==> src/rtl/led_matrix_scan_driver_core_assert.svh <==
`ifndef LED_MATRIX_SCAN_DRIVER_CORE_ASSERT_SVH
`define LED_MATRIX_SCAN_DRIVER_CORE_ASSERT_SVH

// same-cycle implication, sampled on clk, off while rst_n is low
`define LMSD_ASSERT_NOW(lbl, ante, cons, msg) \
  lbl: assert property (@(posedge clk) disable iff (!rst_n) (ante) |-> (cons)) \
    else $error(msg);

// next-cycle implication, sampled on clk, off while rst_n is low
`define LMSD_ASSERT_NEXT(lbl, ante, cons, msg) \
  lbl: assert property (@(posedge clk) disable iff (!rst_n) (ante) |=> (cons)) \
    else $error(msg);

`endif

==> src/rtl/lmsd_pkg.sv <==
package lmsd_pkg;

  localparam int PANEL_COLUMNS = 32;
  localparam int SCAN_ROWS     = 16;
  localparam int PANEL_ROWS    = 2 * SCAN_ROWS;

  localparam int COL_W     = (PANEL_COLUMNS > 1) ? $clog2(PANEL_COLUMNS) : 1;
  localparam int ROW_W     = $clog2(SCAN_ROWS);
  localparam int ADDR_W    = ROW_W + COL_W;
  localparam int MEM_DEPTH = 1 << ADDR_W;
  localparam int CNT_W     = $clog2(PANEL_COLUMNS + 1);

  localparam int IN_ROW_W    = 5;
  localparam int IN_COL_W    = 5;
  localparam int COLOR_W     = 3;
  localparam int ROW_ADDR_W  = 4;
  localparam int DWELL_W     = 16;
  localparam int CFG_INDEX_W = 1;
  localparam int CFG_DATA_W  = 16;

  localparam logic [DWELL_W-1:0] DWELL_RESET = 16'd1000;

  localparam logic FUNC_PIXEL = 1'b0;
  localparam logic FUNC_TICK  = 1'b1;

  localparam logic [CFG_INDEX_W-1:0] CFG_SCAN_ENABLE = 1'b0;
  localparam logic [CFG_INDEX_W-1:0] CFG_DWELL_TICKS = 1'b1;

  typedef enum logic [2:0] {
    PH_START    = 3'd0,
    PH_DWELL    = 3'd1,
    PH_DATA     = 3'd2,
    PH_CLOCK    = 3'd3,
    PH_LATCH_HI = 3'd4,
    PH_LATCH_LO = 3'd5,
    PH_OE_RISE  = 3'd6
  } phase_t;

  typedef logic [ADDR_W-1:0]  addr_t;
  typedef logic [COLOR_W-1:0] color_t;

  typedef struct packed {
    logic   en;
    logic   lower;
    addr_t  addr;
    color_t data;
  } mem_wr_t;

  typedef struct packed {
    logic  en;
    addr_t addr;
  } mem_rd_t;

endpackage

==> src/rtl/lmsd_if.sv <==
interface lmsd_in_if;
  logic       valid;
  logic       ready;
  logic       func;
  logic [4:0] pixel_row;
  logic [4:0] pixel_column;
  logic [2:0] pixel_color;

  modport source (output valid, output func, output pixel_row, output pixel_column,
                  output pixel_color, input ready);
  modport sink (input valid, input func, input pixel_row, input pixel_column,
                input pixel_color, output ready);
endinterface

interface lmsd_out_if;
  logic       valid;
  logic       ready;
  logic [3:0] row_address;
  logic [2:0] upper_rgb;
  logic [2:0] lower_rgb;
  logic       shift_clock;
  logic       latch_strobe;
  logic       output_enable;
  logic       row_finished;

  modport source (output valid, output row_address, output upper_rgb, output lower_rgb,
                  output shift_clock, output latch_strobe, output output_enable,
                  output row_finished, input ready);
  modport sink (input valid, input row_address, input upper_rgb, input lower_rgb,
                input shift_clock, input latch_strobe, input output_enable,
                input row_finished, output ready);
endinterface

==> src/rtl/lmsd_frame_mem.sv <==
module lmsd_frame_mem (
  input  logic              clk,
  input  logic              rst_n,
  input  lmsd_pkg::mem_wr_t wr,
  input  lmsd_pkg::mem_rd_t rd,
  output lmsd_pkg::color_t  rd_upper,
  output lmsd_pkg::color_t  rd_lower,
  output logic              busy
);

  lmsd_pkg::color_t upper_mem [lmsd_pkg::MEM_DEPTH];
  lmsd_pkg::color_t lower_mem [lmsd_pkg::MEM_DEPTH];

  lmsd_pkg::color_t rd_upper_r;
  lmsd_pkg::color_t rd_lower_r;
  lmsd_pkg::addr_t  clr_addr_r;
  logic             busy_r;

  always_ff @(posedge clk) begin
    if (!rst_n) begin
      busy_r     <= 1'b1;
      clr_addr_r <= '0;
    end else if (busy_r) begin
      clr_addr_r <= clr_addr_r + lmsd_pkg::ADDR_W'(1);
      if (clr_addr_r == '1) begin
        busy_r <= 1'b0;
      end
    end
  end

  // clear both halves, then take pixel writes
  always_ff @(posedge clk) begin
    if (busy_r) begin
      upper_mem[clr_addr_r] <= '0;
      lower_mem[clr_addr_r] <= '0;
    end else if (wr.en) begin
      if (wr.lower) begin
        lower_mem[wr.addr] <= wr.data;
      end else begin
        upper_mem[wr.addr] <= wr.data;
      end
    end
  end

  always_ff @(posedge clk) begin
    if (rd.en) begin
      rd_upper_r <= upper_mem[rd.addr];
      rd_lower_r <= lower_mem[rd.addr];
    end
  end

  assign rd_upper = rd_upper_r;
  assign rd_lower = rd_lower_r;
  assign busy     = busy_r;

endmodule

==> src/rtl/led_matrix_scan_driver_core.sv <==
// channel   dir  handshake          payload
// in_ch     in   valid/ready        func, pixel_row, pixel_column, pixel_color
// out_ch    out  valid/ready        row_address, upper_rgb, lower_rgb, shift_clock,
//                                   latch_strobe, output_enable, row_finished
// cfg_*     in   cfg_we             cfg_index, cfg_wdata (no read-back)
//
// One item per cycle while in_ch is ready: each pixel write or tick gives one result in the next cycle.
// Column data comes from a frame memory read issued at transfer, registered and ready in the next cycle.
// After reset the frame memory clears its SCAN_ROWS * 2**COL_W addresses (512), in_ch not ready.
// A stalled result holds out_ch and drops in_ch.ready; config is taken at any time.
`include "led_matrix_scan_driver_core_assert.svh"

module led_matrix_scan_driver_core (
  input  logic                                 clk,
  input  logic                                 rst_n,
  lmsd_in_if.sink                              in_ch,
  lmsd_out_if.source                           out_ch,
  input  logic                                 cfg_we,
  input  logic [lmsd_pkg::CFG_INDEX_W-1:0]     cfg_index,
  input  logic [lmsd_pkg::CFG_DATA_W-1:0]      cfg_wdata
);

  logic                               scan_en_r;
  logic [lmsd_pkg::DWELL_W-1:0]       dwell_ticks_r;

  lmsd_pkg::phase_t                   phase_r, phase_nxt;
  logic [lmsd_pkg::ROW_W-1:0]         scan_row_r, scan_row_nxt;
  logic [lmsd_pkg::CNT_W-1:0]         col_cnt_r, col_cnt_nxt;
  logic [lmsd_pkg::DWELL_W-1:0]       dwell_r, dwell_nxt;
  logic [lmsd_pkg::ROW_W-1:0]         row_addr_r, row_addr_nxt;
  logic                               clk_pin_r, clk_pin_nxt;
  logic                               lat_pin_r, lat_pin_nxt;
  logic                               oe_pin_r, oe_pin_nxt;
  logic                               rgb_live_r, rgb_live_nxt;
  logic                               finished_r, finished_nxt;
  logic                               out_valid_r;

  logic                               accept;
  logic                               tick_acc;
  logic                               present;
  logic                               mem_busy;
  logic [lmsd_pkg::CNT_W-1:0]         col_inc;
  logic                               last_col;
  logic                               pix_ok;
  logic                               pix_lower;
  logic [lmsd_pkg::IN_ROW_W-1:0]      half_row;
  lmsd_pkg::mem_wr_t                  mem_wr;
  lmsd_pkg::mem_rd_t                  mem_rd;
  lmsd_pkg::color_t                   rd_upper;
  lmsd_pkg::color_t                   rd_lower;

  assign in_ch.ready = !mem_busy && (!out_valid_r || out_ch.ready);
  assign accept      = in_ch.valid && in_ch.ready;
  assign tick_acc    = accept && (in_ch.func == lmsd_pkg::FUNC_TICK);

  always_ff @(posedge clk) begin
    if (!rst_n) begin
      scan_en_r     <= 1'b0;
      dwell_ticks_r <= lmsd_pkg::DWELL_RESET;
    end else if (cfg_we) begin
      unique case (cfg_index)
        lmsd_pkg::CFG_SCAN_ENABLE: scan_en_r     <= cfg_wdata[0];
        lmsd_pkg::CFG_DWELL_TICKS: dwell_ticks_r <= cfg_wdata[lmsd_pkg::DWELL_W-1:0];
        default: ;
      endcase
    end
  end

  // pixel write address: lower half rows fold onto the same scan row
  assign pix_ok    = (32'(in_ch.pixel_row) < 32'(lmsd_pkg::PANEL_ROWS)) &&
                     (32'(in_ch.pixel_column) < 32'(lmsd_pkg::PANEL_COLUMNS));
  assign pix_lower = 32'(in_ch.pixel_row) >= 32'(lmsd_pkg::SCAN_ROWS);
  assign half_row  = pix_lower ? in_ch.pixel_row - lmsd_pkg::IN_ROW_W'(lmsd_pkg::SCAN_ROWS)
                               : in_ch.pixel_row;

  assign mem_wr.en    = accept && (in_ch.func == lmsd_pkg::FUNC_PIXEL) && pix_ok;
  assign mem_wr.lower = pix_lower;
  assign mem_wr.addr  = lmsd_pkg::ADDR_W'((32'(half_row) << lmsd_pkg::COL_W) |
                                          32'(in_ch.pixel_column));
  assign mem_wr.data  = in_ch.pixel_color;

  assign col_inc  = col_cnt_r + lmsd_pkg::CNT_W'(1);
  assign last_col = col_inc >= lmsd_pkg::CNT_W'(lmsd_pkg::PANEL_COLUMNS);
  assign present  = tick_acc && scan_en_r &&
                    (((phase_r == lmsd_pkg::PH_DWELL) && (dwell_r == '0)) ||
                     (phase_r == lmsd_pkg::PH_DATA));

  assign mem_rd.en   = present;
  assign mem_rd.addr = {scan_row_r, col_cnt_r[lmsd_pkg::COL_W-1:0]};

  lmsd_frame_mem u_frame_mem (
    .clk      (clk),
    .rst_n    (rst_n),
    .wr       (mem_wr),
    .rd       (mem_rd),
    .rd_upper (rd_upper),
    .rd_lower (rd_lower),
    .busy     (mem_busy)
  );

  always_comb begin
    phase_nxt = phase_r;
    if (tick_acc) begin
      if (!scan_en_r) begin
        phase_nxt = lmsd_pkg::PH_START;
      end else begin
        unique case (phase_r)
          lmsd_pkg::PH_DWELL:    phase_nxt = (dwell_r == '0) ? lmsd_pkg::PH_CLOCK
                                                             : lmsd_pkg::PH_DWELL;
          lmsd_pkg::PH_DATA:     phase_nxt = lmsd_pkg::PH_CLOCK;
          lmsd_pkg::PH_CLOCK:    phase_nxt = last_col ? lmsd_pkg::PH_LATCH_HI
                                                      : lmsd_pkg::PH_DATA;
          lmsd_pkg::PH_LATCH_HI: phase_nxt = lmsd_pkg::PH_LATCH_LO;
          lmsd_pkg::PH_LATCH_LO: phase_nxt = lmsd_pkg::PH_OE_RISE;
          lmsd_pkg::PH_OE_RISE:  phase_nxt = lmsd_pkg::PH_START;
          default:               phase_nxt = lmsd_pkg::PH_DWELL;
        endcase
      end
    end
  end

  always_comb begin
    scan_row_nxt = scan_row_r;
    col_cnt_nxt  = col_cnt_r;
    dwell_nxt    = dwell_r;
    row_addr_nxt = row_addr_r;
    clk_pin_nxt  = clk_pin_r;
    lat_pin_nxt  = lat_pin_r;
    oe_pin_nxt   = oe_pin_r;
    rgb_live_nxt = rgb_live_r;
    finished_nxt = accept ? 1'b0 : finished_r;
    if (tick_acc) begin
      if (!scan_en_r) begin
        col_cnt_nxt  = '0;
        dwell_nxt    = '0;
        row_addr_nxt = '0;
        clk_pin_nxt  = 1'b0;
        lat_pin_nxt  = 1'b0;
        oe_pin_nxt   = 1'b0;
        rgb_live_nxt = 1'b0;
      end else begin
        unique case (phase_r)
          lmsd_pkg::PH_DWELL: begin
            if (dwell_r != '0) begin
              dwell_nxt = dwell_r - lmsd_pkg::DWELL_W'(1);
            end else begin
              clk_pin_nxt  = 1'b0;
              lat_pin_nxt  = 1'b0;
              rgb_live_nxt = 1'b1;
            end
          end
          lmsd_pkg::PH_DATA: begin
            clk_pin_nxt  = 1'b0;
            lat_pin_nxt  = 1'b0;
            rgb_live_nxt = 1'b1;
          end
          lmsd_pkg::PH_CLOCK: begin
            clk_pin_nxt = 1'b1;
            col_cnt_nxt = col_inc;
          end
          lmsd_pkg::PH_LATCH_HI: begin
            clk_pin_nxt = 1'b0;
            lat_pin_nxt = 1'b1;
          end
          lmsd_pkg::PH_LATCH_LO: begin
            lat_pin_nxt = 1'b0;
          end
          lmsd_pkg::PH_OE_RISE: begin
            oe_pin_nxt   = 1'b1;
            finished_nxt = 1'b1;
            scan_row_nxt = (32'(scan_row_r) == lmsd_pkg::SCAN_ROWS - 1)
                           ? '0 : scan_row_r + lmsd_pkg::ROW_W'(1);
          end
          default: begin
            row_addr_nxt = scan_row_r;
            clk_pin_nxt  = 1'b0;
            lat_pin_nxt  = 1'b0;
            oe_pin_nxt   = 1'b0;
            dwell_nxt    = dwell_ticks_r;
            col_cnt_nxt  = '0;
          end
        endcase
      end
    end
  end

  always_ff @(posedge clk) begin
    if (!rst_n) begin
      phase_r     <= lmsd_pkg::PH_START;
      scan_row_r  <= '0;
      col_cnt_r   <= '0;
      dwell_r     <= '0;
      row_addr_r  <= '0;
      clk_pin_r   <= 1'b0;
      lat_pin_r   <= 1'b0;
      oe_pin_r    <= 1'b0;
      rgb_live_r  <= 1'b0;
      finished_r  <= 1'b0;
      out_valid_r <= 1'b0;
    end else begin
      phase_r    <= phase_nxt;
      scan_row_r <= scan_row_nxt;
      col_cnt_r  <= col_cnt_nxt;
      dwell_r    <= dwell_nxt;
      row_addr_r <= row_addr_nxt;
      clk_pin_r  <= clk_pin_nxt;
      lat_pin_r  <= lat_pin_nxt;
      oe_pin_r   <= oe_pin_nxt;
      rgb_live_r <= rgb_live_nxt;
      finished_r <= finished_nxt;
      if (accept) begin
        out_valid_r <= 1'b1;
      end else if (out_ch.ready) begin
        out_valid_r <= 1'b0;
      end
    end
  end

  // pin state changes only on transfer, so the result reads straight from it
  assign out_ch.valid         = out_valid_r;
  assign out_ch.row_address   = lmsd_pkg::ROW_ADDR_W'(row_addr_r);
  assign out_ch.upper_rgb     = rgb_live_r ? rd_upper : '0;
  assign out_ch.lower_rgb     = rgb_live_r ? rd_lower : '0;
  assign out_ch.shift_clock   = clk_pin_r;
  assign out_ch.latch_strobe  = lat_pin_r;
  assign out_ch.output_enable = oe_pin_r;
  assign out_ch.row_finished  = finished_r;

  `LMSD_ASSERT_NOW(a_clear_blocks_in, mem_busy, !in_ch.ready, "transfer open during clear")
  `LMSD_ASSERT_NEXT(a_finish_raises_oe,
    tick_acc && scan_en_r && (phase_r == lmsd_pkg::PH_OE_RISE),
    out_ch.row_finished && out_ch.output_enable, "row end without OE rise")
  `LMSD_ASSERT_NEXT(a_pixel_holds_phase,
    accept && (in_ch.func == lmsd_pkg::FUNC_PIXEL), $stable(phase_r),
    "pixel write moved the sequencer")
  `LMSD_ASSERT_NOW(a_col_bound, 1'b1,
    col_cnt_r <= lmsd_pkg::CNT_W'(lmsd_pkg::PANEL_COLUMNS), "column count overrun")

endmodule
==> src/flat_wrapper.sv <==
// flat-port wrapper written by rule: the top's interface ports become plain ports
module led_matrix_scan_driver_core_flat 
  (clk, rst_n, cfg_we, cfg_index, cfg_wdata, in_ch_valid, in_ch_func, in_ch_pixel_row, in_ch_pixel_column, in_ch_pixel_color, in_ch_ready, out_ch_valid, out_ch_row_address, out_ch_upper_rgb, out_ch_lower_rgb, out_ch_shift_clock, out_ch_latch_strobe, out_ch_output_enable, out_ch_row_finished, out_ch_ready);
  lmsd_in_if in_ch_i ();
  lmsd_out_if out_ch_i ();
  input  logic clk;
  input  logic rst_n;
  input  logic cfg_we;
  input  logic [lmsd_pkg::CFG_INDEX_W-1:0] cfg_index;
  input  logic [lmsd_pkg::CFG_DATA_W-1:0] cfg_wdata;
  input wire logic [$bits(in_ch_i.valid)-1:0] in_ch_valid;
  input wire logic [$bits(in_ch_i.func)-1:0] in_ch_func;
  input wire logic [$bits(in_ch_i.pixel_row)-1:0] in_ch_pixel_row;
  input wire logic [$bits(in_ch_i.pixel_column)-1:0] in_ch_pixel_column;
  input wire logic [$bits(in_ch_i.pixel_color)-1:0] in_ch_pixel_color;
  output wire logic [$bits(in_ch_i.ready)-1:0] in_ch_ready;
  output wire logic [$bits(out_ch_i.valid)-1:0] out_ch_valid;
  output wire logic [$bits(out_ch_i.row_address)-1:0] out_ch_row_address;
  output wire logic [$bits(out_ch_i.upper_rgb)-1:0] out_ch_upper_rgb;
  output wire logic [$bits(out_ch_i.lower_rgb)-1:0] out_ch_lower_rgb;
  output wire logic [$bits(out_ch_i.shift_clock)-1:0] out_ch_shift_clock;
  output wire logic [$bits(out_ch_i.latch_strobe)-1:0] out_ch_latch_strobe;
  output wire logic [$bits(out_ch_i.output_enable)-1:0] out_ch_output_enable;
  output wire logic [$bits(out_ch_i.row_finished)-1:0] out_ch_row_finished;
  input wire logic [$bits(out_ch_i.ready)-1:0] out_ch_ready;
  assign in_ch_i.valid = in_ch_valid;
  assign in_ch_i.func = in_ch_func;
  assign in_ch_i.pixel_row = in_ch_pixel_row;
  assign in_ch_i.pixel_column = in_ch_pixel_column;
  assign in_ch_i.pixel_color = in_ch_pixel_color;
  assign in_ch_ready = in_ch_i.ready;
  assign out_ch_valid = out_ch_i.valid;
  assign out_ch_row_address = out_ch_i.row_address;
  assign out_ch_upper_rgb = out_ch_i.upper_rgb;
  assign out_ch_lower_rgb = out_ch_i.lower_rgb;
  assign out_ch_shift_clock = out_ch_i.shift_clock;
  assign out_ch_latch_strobe = out_ch_i.latch_strobe;
  assign out_ch_output_enable = out_ch_i.output_enable;
  assign out_ch_row_finished = out_ch_i.row_finished;
  assign out_ch_i.ready = out_ch_ready;
  led_matrix_scan_driver_core u_core (.clk(clk), .rst_n(rst_n), .in_ch(in_ch_i), .out_ch(out_ch_i), .cfg_we(cfg_we), .cfg_index(cfg_index), .cfg_wdata(cfg_wdata));
endmodule
==> config.mk <==
export PLATFORM = sky130hd
export DESIGN_NAME = led_matrix_scan_driver_core_flat
export DESIGN_NICKNAME = d
export VERILOG_FILES = /design/src/rtl/lmsd_pkg.sv /design/src/rtl/lmsd_if.sv /design/src/rtl/lmsd_frame_mem.sv /design/src/rtl/led_matrix_scan_driver_core.sv /design/src/flat_wrapper.sv
export VERILOG_INCLUDE_DIRS = /design/src /design/src/rtl
export SDC_FILE = /design/constraint.sdc
export NUM_CORES = 2
export LEC_CHECK = 0
export BUFFER_PORTS_ARGS = -buffer_cell sky130_fd_sc_hd__clkbuf_2
export CORE_MARGIN = 4
export CORE_UTILIZATION = 40
export DETAILED_ROUTE_END_ITERATION = 6
export PLACE_DENSITY_LB_ADDON = 0.15
export SETUP_SLACK_MARGIN = 0.15
export SLEW_MARGIN = 25
export SYNTH_ARGS = -nofsm -noshare
export SYNTH_HDL_FRONTEND = slang
export SYNTH_HIERARCHICAL = 1
export SYNTH_SLANG_ARGS = --single-unit
==> constraint.sdc <==
create_clock -name clk -period 9.1 [get_ports clk]
set_input_delay 0.455 -clock clk [delete_from_list [all_inputs] [get_ports clk]]
set_output_delay 0.455 -clock clk [all_outputs]
set_load 0.01 [all_outputs]
# Word level (Yosys, flattened, before mapping)
# Memories as Yosys holds them, arrays and structs flattened. A register that Yosys moved wholly into a read port is not among the register bits.
# Index checks and enable logic that the tools add are counted.
# totals
ram_bits	3072
in_bits	36
reg_bits	66
n_memories	2
# memory_table
memory	words	word_bits	read_ports	rd_clocked_by_memory_dff	write_ports	line_no	text
u_core.u_frame_mem.lower_mem	512	3	1	1	1	lmsd_frame_mem.sv:12	lmsd_pkg::color_t lower_mem [lmsd_pkg::MEM_DEPTH];
u_core.u_frame_mem.upper_mem	512	3	1	1	1	lmsd_frame_mem.sv:11	lmsd_pkg::color_t upper_mem [lmsd_pkg::MEM_DEPTH];
# classes
addsub	5
n_lt_le_gt_ge	2
bitwise_logic	3
muxes	49
n_reduce_logical	32
eq_ne	17
# ops
operator	count
$mux 16	2
$pmux 16 s2	1
$mux 1	26
$mux 3	6
$mux 9	2
$pmux 3 s6	1
$logic_not 16->1	1
$mux 4	4
$reduce_bool 16->1	1
$sub 16x1->16 const B	1
$reduce_and 3->1	5
$reduce_or 5->1	3
$ne 2x2->1 const B	6
$pmux 6 s2	1
$reduce_and 2->1	5
$add 9x1->9 const B	1
$eq 3x3->1 const B	3
$eq 9x9->1 const B	1
$ne 3x3->1 const B	3
$or 9x5->9	1
$logic_and 1x1->1	7
$add 6x1->6 const B	1
$eq 3x2->1 const B	2
$ge 6x6->1 const B	1
16 further kinds	23

# Logic depth before layout (Yosys ltp)
# logic_depth
ltp_word	10
mapped_depth	13
mapped_depth_nobuf	9

# Cells and area by module
# The synthesis kept the hierarchy.
# modules_own_cells
module	cells_per_inst	instances	seq_area_each_um2	area_per_inst_um2
lmsd_frame_mem	6937	1	92628.8	124094.0
led_matrix_scan_driver_core	383	1	1121.1	2967.8

# Worst setup path before layout
# No wires, ideal clock.
# synth_timing
kind	input to register
startpoint	input in_ch_valid
endpoint	memory u_core/u_frame_mem/lower_mem[0][0] (netlist bit) (data pin)
n_path_buf	2
setup_ps	1534
t_arrival_ps	8044
path_stages	7
slack_ps	-477
path_cell_list	nor2b_1 -> nand2_1 -> nor2_1 -> and3_1 -> clkbuf_1 -> clkbuf_1 -> and2_1
# synth_rtl
item	line_no	text
start: declaration	flat_wrapper.sv:11	input wire logic [$bits(in_ch_i.valid)-1:0] in_ch_valid;
end: declaration	lmsd_frame_mem.sv:12	

==> key figures <==
Outcome
  – Status: complete, no violations

Routing
  – Initial drt markers: 7287
  – Drt total wl: 358000 um
  – DR vias/cell: 5.86
  – Detail Route Antenna Nets: 0
  – DRC errors left: 0
  – Vias: 69240
  – DR WL/cell: 30.3 um
  – Pre-antenna DRT Iters: 7

Cells and area
  – Post-route cell area: 143000 um^2
  – Layout Nets: 7404
  – Share of cells above drive strength 1: 17.0%
  – P&R area growth vs syn: 12.4%

Clocking
  – Num CTS Buffers: 335
  – Clock Path Buffers: 4
  – CTS tree: done
  – Root buffer cell: clkbuf_16
  – Clk Latency, worst-skew pair: 0.92 ns
  – Htree depth: 5
  – CTS Sinks: 3144
  – Clk slew on worst S/H paths: 0.06 ns
  – Setup bufs post-CTS: 0

Worst setup path
  – Cell repeated most along the worst path: buf_4
  – CP cell instances: buf_4, buf_4, buf_4, mux4_2, o31ai_1, a2111oi_0, nand4_1, and4_1, nor4_2
  – Top Family by Delay on Critical Path: buffers and inverters
  – Worst EP arrival: 6.35 ns
  – Slowest cell delay on critical path: 0.98 ns
  – Critical Path RT: 9.80 ns
  – Worst Setup Path Type: reg -> reg
  – CP max-delay cell: a2111oi_0
  – Worst R2R Setup Slack: 3.45 ns
  – Crit. End Element: register
  – CP startpoint kind: register
  – Crit Path Max Fanout: 66
  – CP startpoint: u_core/col_cnt_r[1]
  – Worst path bufs/invs: 3
  – Worst R2R Start: u_core/col_cnt_r[1]

Timing
  – WHS: 0.0869 ns
  – Minimum clock period: 5.65 ns
  – Highest clock rate: 177 MHz
  – Max_slew headroom: 25.6%
  – Setup violations, final: 0
  – Worst slew pin tran: 1.09 ns
  – Unrepaired setup endpoints after global routing: no
  – Setup TNS: 0 ns
  – Endpoints failing hold: 0
  – Tcrit/Tclk final: 62.1%
  – Max Slew Vio Count: 0
  – Setup Skew: 0.0400 ns

GRT
  – First-pass GRT wire length: 514000 um
  – Grt ovf: 0
  – Vias in the first global route: 71176
  – Largest net degree at the start of global routing: 219
  – Initial antenna violation count: 27
  – Total track usage: 21.6%

Placement
  – DP HPWL: 210000 um
  – Port Buffers: 51
  – Routability cong.: 0.816
  – Dpl cell area: 132000 um^2

Flow run
  – Max-Cap Viols: 0

Synthesis
  – Synth Register Bits: 3144
  – Synth area leader: edfxtp_1
  – Synth Cell Area: 127000 um^2
  – Seq/Total Area, Yosys: 73.8%
  – Post-synth top area share: 72.7%
  – Syn_nets: 7362
  – Share of flip-flops with an asynchronous set or reset: 0%
  – EDFF count, synth: 3078
  – Top FF cell, synth: edfxtp_1
  – Top cells by area, synth: edfxtp_1, mux4_2, mux2i_1
  – Yosys warnings: 6
  – Mean Syn Cell Area: 17.4 um^2
  – Cells after synthesis: 7320
  – Post-synth cell types: 75

Floorplanning
  – Die Width: 572 um
  – Area of the core: 315000 um^2
  – Die area: 327000 um^2
  – Die Height: 572 um
  – Starting Density: 40.3%
  – Site Rows: 206
  – Number of I/O pins: 52

Worst hold path
  – Hold Crit Start: out_ch_ready
  – Tightest Hold Check Type: in -> reg

Power and ir drop
  – Comb power frac: 0.7%
  – Pwr Total: 29.5 mW
  – Worst vdd ir: 0.142 mV
  – Cell Int Power: 23.7 mW
  – Psw: 5.79 mW
  – Sw frac: 19.7%
  – Sequential share of power: 53.2%
  – Leakage Power: 42.8 nW
  – Power per cell area: 206 nW/um^2
  – Clock power frac: 46.1%
[cells by family after synthesis]
family,count (synthesis),share of synthesized area [%]
buffers and inverters,535,2.13
AO/OA/AOI/OAI,826,4.55
XOR/XNOR,18,0.124
adder cells (fa/ha/maj),6,0.0591
multiplexers,1045,13.5
flip-flops,3144,73.8
AND/OR/NAND/NOR,1746,5.86
[metal layers]
layer	vias to the layer above	part of all wire (%)	global-route usage [%]	wire, um
li1	29461	-	-	-
met1	36506	42	29.8	149000
met2	2643	48	34.8	171000
met3	630	7.1	3.37	25400
met4	0	3.7	7.77	13300
met5	-	0	0	0
[worst paths after layout]
path / endpoint / depth (start not counted)
min: u_core/out_ch.row_finished / 5
max reg2reg: u_core/u_frame_mem/rd_lower[2] / 9
max: u_core/u_frame_mem/rd_lower[2] / 9
min reg2reg: u_core/dwell_ticks_r[10] / 2
[timing repair]
| item | in CTS | in global routing |
|---|---|---|
| resized for setup | 0 | 0 |
| hold buffers | 21 | 0 |
| hold endpoints to repair | 24 | 0 |
[registers in the layout, summed over array words and instances (netlist names), 3 cells and up]
name	flops
u_core/u_frame_mem/upper_mem	1536
u_core/u_frame_mem/clr_addr_r	9
u_core/out_ch.row_address	4
u_core/col_cnt_r	6
u_core/u_frame_mem/rd_lower	3
u_core/u_frame_mem/rd_upper	3
u_core/scan_row_r	4
u_core/phase_r	3
u_core/dwell_ticks_r	16
u_core/u_frame_mem/lower_mem	1536
u_core/dwell_r	16
[Yosys cell counts (35+ instances only)]
master and count:
nand3_1 57, o31ai_1 37, mux4_2 535, nor3_1 128, buf_4 57, clkbuf_1 290
nand2_1 237, edfxtp_1 3078, and2_1 38, buf_2 62, buf_6 45, a21oi_1 153
dfxtp_1 66, buf_1 58, o21ai_0 101, nor4_1 40, nor2_1 1104, nand4_1 35
o221ai_1 199, mux2i_1 510, o22ai_1 124
[cell type report]
type,instances,area (um^2)
repair buffers,222,1960
flip-flops and latches,3144,93800
multi-input cells,3641,30900
clock buffers,400,8770
diodes,18,45.0
inverters,18,75.1
fillers,27071,173000
clock inverters,209,2100
well taps,4160,5200
[power by group through the flow]
stage	sequential [mW]	combinational (mW)	clock (mW)
final	15.7	0.215	13.6
after global routing	15.7	0.220	14.5
after CTS	15.7	0.216	13.9
after detailed placement	16.0	0.209	0
after global placement	16.0	0.209	0
after floorplan	16.0	0.0794	0
[stage by stage]
stage	worst slack, ns	utilization, %	instances
2_1_floorplan	-0.400	-	7320
3_3_place_gp	3.62	41.7	11160
3_5_place_dp	3.59	41.7	11161
4_1_cts	3.59	45.2	11791
5_1_grt	3.35	45.3	11803
6_report	3.45	45.3	11812
[layout by cell type (no fill, tap or decap), types with 61 or more instances in the layout]
cell type and count:
o22ai_1 124, a21oi_1 153, clkbuf_16 341, mux4_2 535
nor3_1 125, clkinv_1 83, dfxtp_1 61, edfxtp_1 3078
mux2i_1 510, o21ai_0 100, buf_4 121, o221ai_1 199
nor2_1 1100, nand2_1 204
[tightest hold or removal path, delay by kind of cell]
family,cells,cell delay [ns]
and+or+nand+nor,3,0.35
buffers and inverters,1,0.09
AOI/OAI and AO/OA,1,0.05
No activity file was read; power rests on OpenSTA's default activity.
